[config.mk]
export PLATFORM = sky130hd
export DESIGN_NAME = pch_merge
export DESIGN_NICKNAME = d
export VERILOG_FILES = /design/src/hdl/pch_pkg.sv /design/src/hdl/pch_merge.sv
export SDC_FILE = /design/constraint.sdc
export NUM_CORES = 1
export LEC_CHECK = 0
export ABC_AREA = 1
export BUFFER_PORTS_ARGS = -buffer_cell sky130_fd_sc_hd__buf_2
export CORE_UTILIZATION = 42
export DETAILED_ROUTE_END_ITERATION = 16
export PLACE_DENSITY = 0.94
export SYNTH_ARGS = -nofsm -noshare
export SYNTH_HDL_FRONTEND = slang
export SYNTH_SLANG_ARGS = --single-unit
[constraint.sdc]
create_clock -name clock -period 1.9 [get_ports clock]
set_input_delay 0.38 -clock clock [delete_from_list [all_inputs] [get_ports clock]]
set_output_delay 0.38 -clock clock [all_outputs]
set_load 0.005 [all_outputs]
[src/hdl/pch_pkg.sv]
package pch_pkg;

   // Field widths fixed by the item format
   localparam int SAMPLE_BITS    = 8;
   localparam int BIN_ADDR_BITS  = 8;
   localparam int BIN_TOTAL      = 256;
   localparam int CHAN_BITS      = 2;
   localparam int CFG_BITS       = 3;
   localparam int COUNT_OUT_BITS = 22;
   localparam logic [COUNT_OUT_BITS-1:0] COUNT_OUT_MAX = 22'h3FFFFF;
   localparam logic [CFG_BITS-1:0]       CHANNELS_RESET = 3'd1;

   // Request opcodes
   typedef enum logic [1:0] {
      OP_COUNT = 2'd0,
      OP_READ  = 2'd1,
      OP_CLEAR = 2'd2,
      OP_NONE  = 2'd3
   } pch_op_type;

   // Per-lane control from the sequencer
   typedef struct packed {
      logic                     load;
      logic                     inc;
      logic                     clr;
      logic [BIN_ADDR_BITS-1:0] clr_addr;
   } pch_lane_ctl_type;

endpackage

[src/hdl/pch_merge.sv]
module pch_merge import pch_pkg::*; #(
   parameter int MAX_CHANNELS = 4,
   parameter int COUNT_BITS   = 22
) (
   input  logic                      clock,
   input  logic                      reset,
   input  logic [COUNT_BITS-1:0]     lane_count [MAX_CHANNELS],
   input  logic [CHAN_BITS-1:0]      sel_channel,
   input  logic [BIN_ADDR_BITS-1:0]  sel_bin,
   input  logic                      load,
   output logic                      free,
   input  logic                      rsp_ready,
   output logic                      rsp_valid,
   output logic [COUNT_OUT_BITS-1:0] rsp_bin_count,
   output logic [CHAN_BITS-1:0]      rsp_count_channel,
   output logic [BIN_ADDR_BITS-1:0]  rsp_count_bin
);

   logic [COUNT_BITS-1:0]     sel;
   logic [31:0]               wide;
   logic [COUNT_OUT_BITS-1:0] capped;
   logic                      rsp_valid_ff, rsp_valid_in;
   logic [COUNT_OUT_BITS-1:0] count_ff;
   logic [CHAN_BITS-1:0]      chan_ff;
   logic [BIN_ADDR_BITS-1:0]  bin_ff;

   // Pick the requested lane; a channel with no lane reads zero
   always_comb begin
      sel = '0;
      for (int c = 0; c < MAX_CHANNELS; c++) begin
         if (sel_channel == CHAN_BITS'(c)) begin
            sel = lane_count[c];
         end
      end
      wide   = 32'(sel);
      capped = (wide > 32'(COUNT_OUT_MAX)) ? COUNT_OUT_MAX : wide[COUNT_OUT_BITS-1:0];
   end

   // Output register: take a new beat once the old one is gone
   assign free         = !rsp_valid_ff || rsp_ready;
   assign rsp_valid_in = load || (rsp_valid_ff && !rsp_ready);

   always_ff @(posedge clock) begin
      if (reset) begin
         rsp_valid_ff <= 1'b0;
      end else begin
         rsp_valid_ff <= rsp_valid_in;
      end
   end

   always_ff @(posedge clock) begin
      if (load) begin
         count_ff <= capped;
         chan_ff  <= sel_channel;
         bin_ff   <= sel_bin;
      end
   end

   assign rsp_valid         = rsp_valid_ff;
   assign rsp_bin_count     = count_ff;
   assign rsp_count_channel = chan_ff;
   assign rsp_count_bin     = bin_ff;

endmodule

# Word level (Yosys, flattened, before mapping)
# Index checks and enable logic that the tools add are counted.
dict set report classes {
  n_eq_ne 3
  n_mux 4
  reduce_logical 6
}
# cell count
set op_table {}
lappend op_table {{22-bit 2-to-1 mux} 4}
lappend op_table {{2-bit equality test, second input constant} 2}
lappend op_table {{2-bit by 1-bit equality test with 1-bit output, second input constant} 1}
lappend op_table {{1-bit zero test} 2}
lappend op_table {{2-bit zero test} 1}
lappend op_table {{1-bit logical OR} 2}
lappend op_table {{1-bit logical AND} 1}
dict set report totals {
  register_bits 33
}

# Longest topological paths before layout
# Gate-level depths: netlist (run 1).
dict set report logic_depth {
  depth_word 5
  mapped_depth 5
  mapped_depth_nobuf 3
}

# Worst setup path before layout (run 1)
# OpenSTA, ideal clock, no wires.
dict set report synth_timing {
  path_kind {in2reg}
  from {in sel_channel[1]}
  to {reg count_ff[10] (netlist: rsp_bin_count[10]) (data pin)}
  setup_ns 0.264
  t_arrival_ns 0.824
  required_time_ns 1.636
  slack_ns 0.813
  cell_stages 5
  path_buffers 2
  path_cell_list {buf_6 inv_2 buf_6 nand3_1 nand4_1}
}
dict set report synth_via {
  elab_chain_cells 5
  elab_cells_between_ends 8
}
# element line
set synth_rtl {}
lappend synth_rtl {{from (decl)} pch_merge.sv:8} ;# input logic [CHAN_BITS-1:0] sel_channel,
lappend synth_rtl {{2-bit zero test} pch_merge.sv:31} ;# if (sel_channel == CHAN_BITS'(c)) begin
lappend synth_rtl {{22-bit 2-to-1 mux (3 in series)} pch_merge.sv:31}
lappend synth_rtl {{22-bit 2-to-1 mux (*)} pch_merge.sv:31}
lappend synth_rtl {{net capped[10]} pch_merge.sv:21} ;# logic [COUNT_OUT_BITS-1:0] capped;
lappend synth_rtl {{to (signal assigned)} pch_merge.sv:53} ;# count_ff <= capped;
lappend synth_rtl {{to (decl)} pch_merge.sv:23} ;# logic [COUNT_OUT_BITS-1:0] count_ff;
# Mark *: on every way through the listed nets, which the timed path passes. The rest lies on a longest branch.
# A chain may end at the register's enable or synchronous reset.

# Worst setup path after layout (run 1)
# Same ends and word-level chain as after synthesis.

==> results.toml, run 1 <==
[outcome]
status = "complete, no violations"

[synth]
netlist.area_leader.share_pct = 55.7
synth_warnings = 0
syn_area_per_cell_um2 = 10.4
yosysTopAreaCell = "edfxtp_1"
ys_async_sr_fraction_pct = 0
synth_area_leaders = "edfxtp_1 56%, nand3_1 19%, nand4_1 8.0%, buf_6 5.2%, nand2_1 5.0%"
synthTopCellsByCount = "66 x nand3_1, 32 x edfxtp_1, 23 x nand2_1"
syn_nets = 268
syn-cell-area_mm2 = 0.00173
yosysSeqAreaShare_pct = 56.9
synth_cells = 166
yosysMostFrequentCell = "nand3_1"
ys.flop_type = "edfxtp_1"
synth.distinct_cells = 12
synth_seq_cells = 33
synth_edf_count = 32

[power]
internal-power_uw = 1370
comb_power_share_pct = 18.2
net-switching-power_uw = 420
leakage_uw = 0.00114
peakVddDrop_mv = 0.360
power_uw = 1790
powerDensity_mw_per_mm2 = 732
power_switching_share_pct = 23.5
p_seq_share_pct = 50.1
clkPwrFrac_pct = 31.7

[global_routing]
grt_pass1_vias = 1603
gr-total-overflow = 0
grt_pass1_wl_mm = 7.25
track_usage_pct = 22.3
grt_max_degree = 48
grt_antenna_before_repair = 0

[detailed_routing]
route.detailed.drc = 0
drtIter0Drc = 162
ant_nets = 0
detail_route.wirelength_mm = 4.61
drtPass1Iterations = 5
via_per_inst = 5.18
vias = 1783
wire_per_inst_um = 13.4

[setup_path]
worst_setup_path_end_kind = "flip-flop"
cp.required_ns = 1.91
cp-startpoint = "sel_channel[1]"
r2r_start = "rsp_valid"
crit_fanout = 47
startpoint_type = "input port"
reg2reg_to = "rsp_valid"
r2r_cells = 2
r2r_slack_ns = 1.34
endpoint = "rsp_bin_count[10]"
crit_type = "input port to flip-flop"
crit_arrival_ns = 1.76

[timing]
rsz0062_at_grt = "false"
min_period_ns = 1.74
final_max_slew_viol_count = 0
max_freq_mhz = 573
worstMarginPinSlew_ns = 0.895
setup_viol = 0
fin_crit_sh_pct = 91.8
skew_ns = 0
slew_headroom_pct = 40.3
final-hold-violation-count = 0

[floorplanning]
std_cell_rows = 22
start_util_pct = 45.4
num_io_pins = 136
die_y_um = 66.1
core-area_mm2 = 0.00380
dieArea_mm2 = 0.00437
die_x_um = 66.1

[clock_network]
cts_tree = "yes"
ctsResizeCount = 0
worst_skew_pair.late_latency_ns = 0.27
cts_num_sinks = 33
cts_setup_buffers = 0
ctsHtreeMaxLevel = 2
cts_root_buf = "clkbuf_8"
path_clk_slew_ns = 0.06
postCtsHoldBufs = 0
cts.path.max_buffers = 2
cts_inserted_buffers = 5

[cells_and_area]
postLayoutCoreUtil_pct = 64.4
nets = 397
layout.cells.non_filler = 344
syn2layout_area_growth_pct = 41.8
drive_gt1_share_pct = 50.3
post-route-cell-area_mm2 = 0.00245
antenna_cells = 0

[hold_path]
min_path_type = "input port to flip-flop"

[placement]
dpl_cell_area_mm2 = 0.00235
portBuffers = 135
placedCellCount = 336
dp_hpwl_mm = 3.40
place.gp.congestion = 0.820

[run]
max_cap_viol_count = 0
cell type report:
cell class	count	area (µm²)
fill	331	1350
clock inverter	1	5.00
tap	48	60.1
inverter	4	15.0
clock buffer	7	96.3
sequential	33	981
timing repair buffer	138	711
multi-input combinational	113	579
routing by layer:
metal	part of all wire [%]	GRT usage, %	up-vias	routed length, µm
li1	-	-	882	-
met1	38	27.5	790	1770
met2	52	38.1	105	2390
met3	8.6	6.03	6	394
met4	1.1	5.85	0	51
met5	0	0	-	0
power groups by stage:
stage	Sequential [µW]	Clock, µW	Combinational [µW]
floorplan	925	0	129
global placement	911	0	318
detailed placement	914	0	329
CTS	898	581	329
global route	904	614	364
finish	897	567	326
cells in the final DEF, fill, tap and decap left out:
cell      count
a21oi_1       1
buf_12        1
nand2_1      23
nor2_8        1
buf_2       135
edfxtp_1     32
clkbuf_8      7
inv_2         2
clkinv_2      1
nand3_1      66
dfxtp_1       1
nand4_1      22
buf_4         2
inv_1         2
sequential cells by signal, summed over array words and instances (netlist names):
| signal | cells |
|---|---|
| rsp_valid | 1 |
| rsp_bin_count | 22 |
| rsp_count_channel | 2 |
| rsp_count_bin | 8 |
worst max-delay path, stage by stage:
cell and delay [ns]:
buf_2 0.67, inv_2 0.39, nand3_1 0.18, nand4_1 0.11
how the worst min path moves through the flow:
stage                     slack [ns]  cells after the start       from   endpoint
after floorplan                 0.45                      1      reset  rsp_valid
after global placement          0.46                      2  rsp_valid  rsp_valid
after detailed placement        0.47                      2  rsp_valid  rsp_valid
after CTS                       0.24                      2      reset  rsp_valid
after global routing            0.23                      2      reset  rsp_valid
final                           0.25                      2      reset  rsp_valid
per-stage QoR:
stage,hold WS [ns],worst slack [ns],setup TNS [ns]
after CTS,0.241,0.180,0
final,0.247,0.156,0
after detailed placement,0.471,-0.117,-1.93
after global placement,0.456,0.00859,0
after floorplan,0.449,0.813,0
after global routing,0.234,0.0147,0
kinds of logic after synthesis:
kind of cell,synth area share [%]
simple gates,33.3
compound gates,0.290
flops,56.9
buf+inv,9.57
(Power assumes the default switching activity.)
==> run 2: changes to the inputs <==
--- a/config.mk
+++ b/config.mk
@@ -7,9 +7,12 @@
 export LEC_CHECK = 0
 export ABC_AREA = 1
 export BUFFER_PORTS_ARGS = -buffer_cell sky130_fd_sc_hd__buf_2
-export CORE_UTILIZATION = 42
+export CAP_MARGIN = 20
+export CORE_UTILIZATION = 44
+export CTS_BUF_LIST = sky130_fd_sc_hd__clkbuf_2 sky130_fd_sc_hd__clkbuf_4 sky130_fd_sc_hd__clkbuf_8
 export DETAILED_ROUTE_END_ITERATION = 16
-export PLACE_DENSITY = 0.94
+export PLACE_DENSITY = 0.95
+export REMOVE_ABC_BUFFERS = 1
 export SYNTH_ARGS = -nofsm -noshare
 export SYNTH_HDL_FRONTEND = slang
 export SYNTH_SLANG_ARGS = --single-unit
==> run 2 against run 1 <==
  * Worst setup slack improved by 0.58 ns
  * Wire length shrank 3.8%
  * Fmax grew 49%
  * Clock-buffer cell count increased by 1
  * Largest cell class unchanged
==> results.toml, run 2 (synthesis gave the netlist of run 1 again) <==
[outcome]
status = "complete, no violations"

[clock_network]
postCtsHoldBufs = 0
cts_inserted_buffers = 5
ctsHtreeMaxLevel = 2
path_clk_slew_ns = 0.06
cts_root_buf = "clkbuf_8"
cts_setup_buffers = 0
cts_num_sinks = 33
ctsResizeCount = 0
worst_skew_pair.late_latency_ns = 0.27
cts_tree = "yes"
cts.path.max_buffers = 2

[detailed_routing]
vias = 1803
route.detailed.drc = 0
ant_nets = 0
drtPass1Iterations = 4
detail_route.wirelength_mm = 4.43
via_per_inst = 5.20
wire_per_inst_um = 12.8
drtIter0Drc = 124

[cells_and_area]
syn2layout_area_growth_pct = 42.2
drive_gt1_share_pct = 50.8
final_cell_mix = "135 x buf_2, 66 x nand3_1, 32 x edfxtp_1"
nets = 400
largest_reg_flops = 22
antenna_cells = 0
final_common_cell = "buf_2"
post-route-cell-area_mm2 = 0.00245
layout.cells.non_filler = 347

[floorplanning]
num_io_pins = 136
start_util_pct = 46.4
die_x_um = 64.6
core-area_mm2 = 0.00372
std_cell_rows = 22
dieArea_mm2 = 0.00418
die_y_um = 64.6

[timing]
worstMarginPinSlew_ns = 0.421
rsz0062_at_grt = "false"
final_max_slew_viol_count = 0
fin_setup_tns_ns = 0
final-hold-violation-count = 0
min_period_ns = 1.17
skew_ns = 0
fin_crit_sh_pct = 61.5
slew_headroom_pct = 71.9
setup_viol = 0
max_freq_mhz = 856

[setup_path]
r2r_start = "rsp_valid"
path_cells = "nand2_1, buf_2"
startpoint_type = "flip-flop"
worst_setup_path_end_kind = "output port"
r2r_cells = 2
cp.required_ns = 1.52
cp_slowest_cell = "dfxtp_1"
crit_path_max_incr_delay_ns = 0.33
crit_type = "flip-flop to output port"
crit_arrival_ns = 0.79
reg2reg_to = "rsp_valid"
cp-startpoint = "rsp_valid"
cpLargestDelayFamily = "flip-flops"
crit_fanout = 2
r2r_slack_ns = 1.31
path_buf_inv = 1

[placement]
dpl_cell_area_mm2 = 0.00236
portBuffers = 135
dp_hpwl_mm = 3.30
place.gp.congestion = 0.725
placedCellCount = 339

[power]
powerDensity_mw_per_mm2 = 724
internal-power_uw = 1370
peakVddDrop_mv = 0.381
power_switching_share_pct = 23.1
net-switching-power_uw = 410
clkPwrFrac_pct = 31.3
p_seq_share_pct = 50.4
leakage_uw = 0.00115
comb_power_share_pct = 18.3

[hold_path]
min_path_cells = 2
min_from = "reset"
holdPathEnd = "rsp_valid"
min_path_type = "input port to flip-flop"

[global_routing]
grt_pass1_vias = 1697
grt_pass1_wl_mm = 7.11
grt_antenna_before_repair = 0
track_usage_pct = 22.6
grt_max_degree = 34
gr-total-overflow = 0

[run]
max_cap_viol_count = 0
[run 2: cell count changes in the layout (fill, tap and decap cells not counted)]
cell	change
buf_12	-1
buf_4	+4
clkbuf_4	+2
clkbuf_8	-1
clkinv_2	-1
[run 2: per-layer routing]
layer / GRT usage, % / wire [µm] / vias to the layer above
li1: - / - / 889
met1: 24.6 / 1660 / 811
met2: 41.3 / 2300 / 96
met3: 6.16 / 403 / 7
met4: 8.89 / 60 / 0
met5: 0 / 0 / -
[run 2: layout make-up]
class                      count  area [µm²]
timing repair buffer         141         721
sequential                    33         981
clock buffer                   8        97.6
multi-input combinational    113         579
inverter                       4        15.0
tap                           48        60.1
fill                         316        1260
[run 2: worst max path at each step]
stage / endpoint / cells past startpoint
detailed placement: rsp_bin_count[20] / 4
CTS: free / 2
finish: free / 2
global placement: rsp_bin_count[20] / 4
floorplan: rsp_bin_count[0] / 3
global route: rsp_bin_count[20] / 4
[run 2: worst reg2reg max path: cells and delay by family, from the launching register on]
kind | cells | cell delay, ns
flip-flops | 1 | 0.33
AO/OA/AOI/OAI | 1 | 0.13
AND/OR/NAND/NOR | 1 | 0.07
[run 2: power by group through the flow]
stage	Sequential, µW	Combinational (µW)	Clock [µW]
final	896	325	557
after global placement	909	318	0
after detailed placement	912	327	0
after global routing	902	364	599
after floorplan	925	76.8	0
after CTS	897	328	569
[run 2: stage by stage]
stage | worst slack, ns | power (µW) | util, % | hold WS, ns
floorplan | 1.00 | 1000 | - | 0.449
global placement | 0.524 | 1230 | 63.4 | 0.460
detailed placement | 0.497 | 1240 | 63.4 | 0.494
CTS | 0.715 | 1790 | 66.0 | 0.256
global route | 0.690 | 1860 | 66.0 | 0.258
finish | 0.732 | 1780 | 66.0 | 0.261
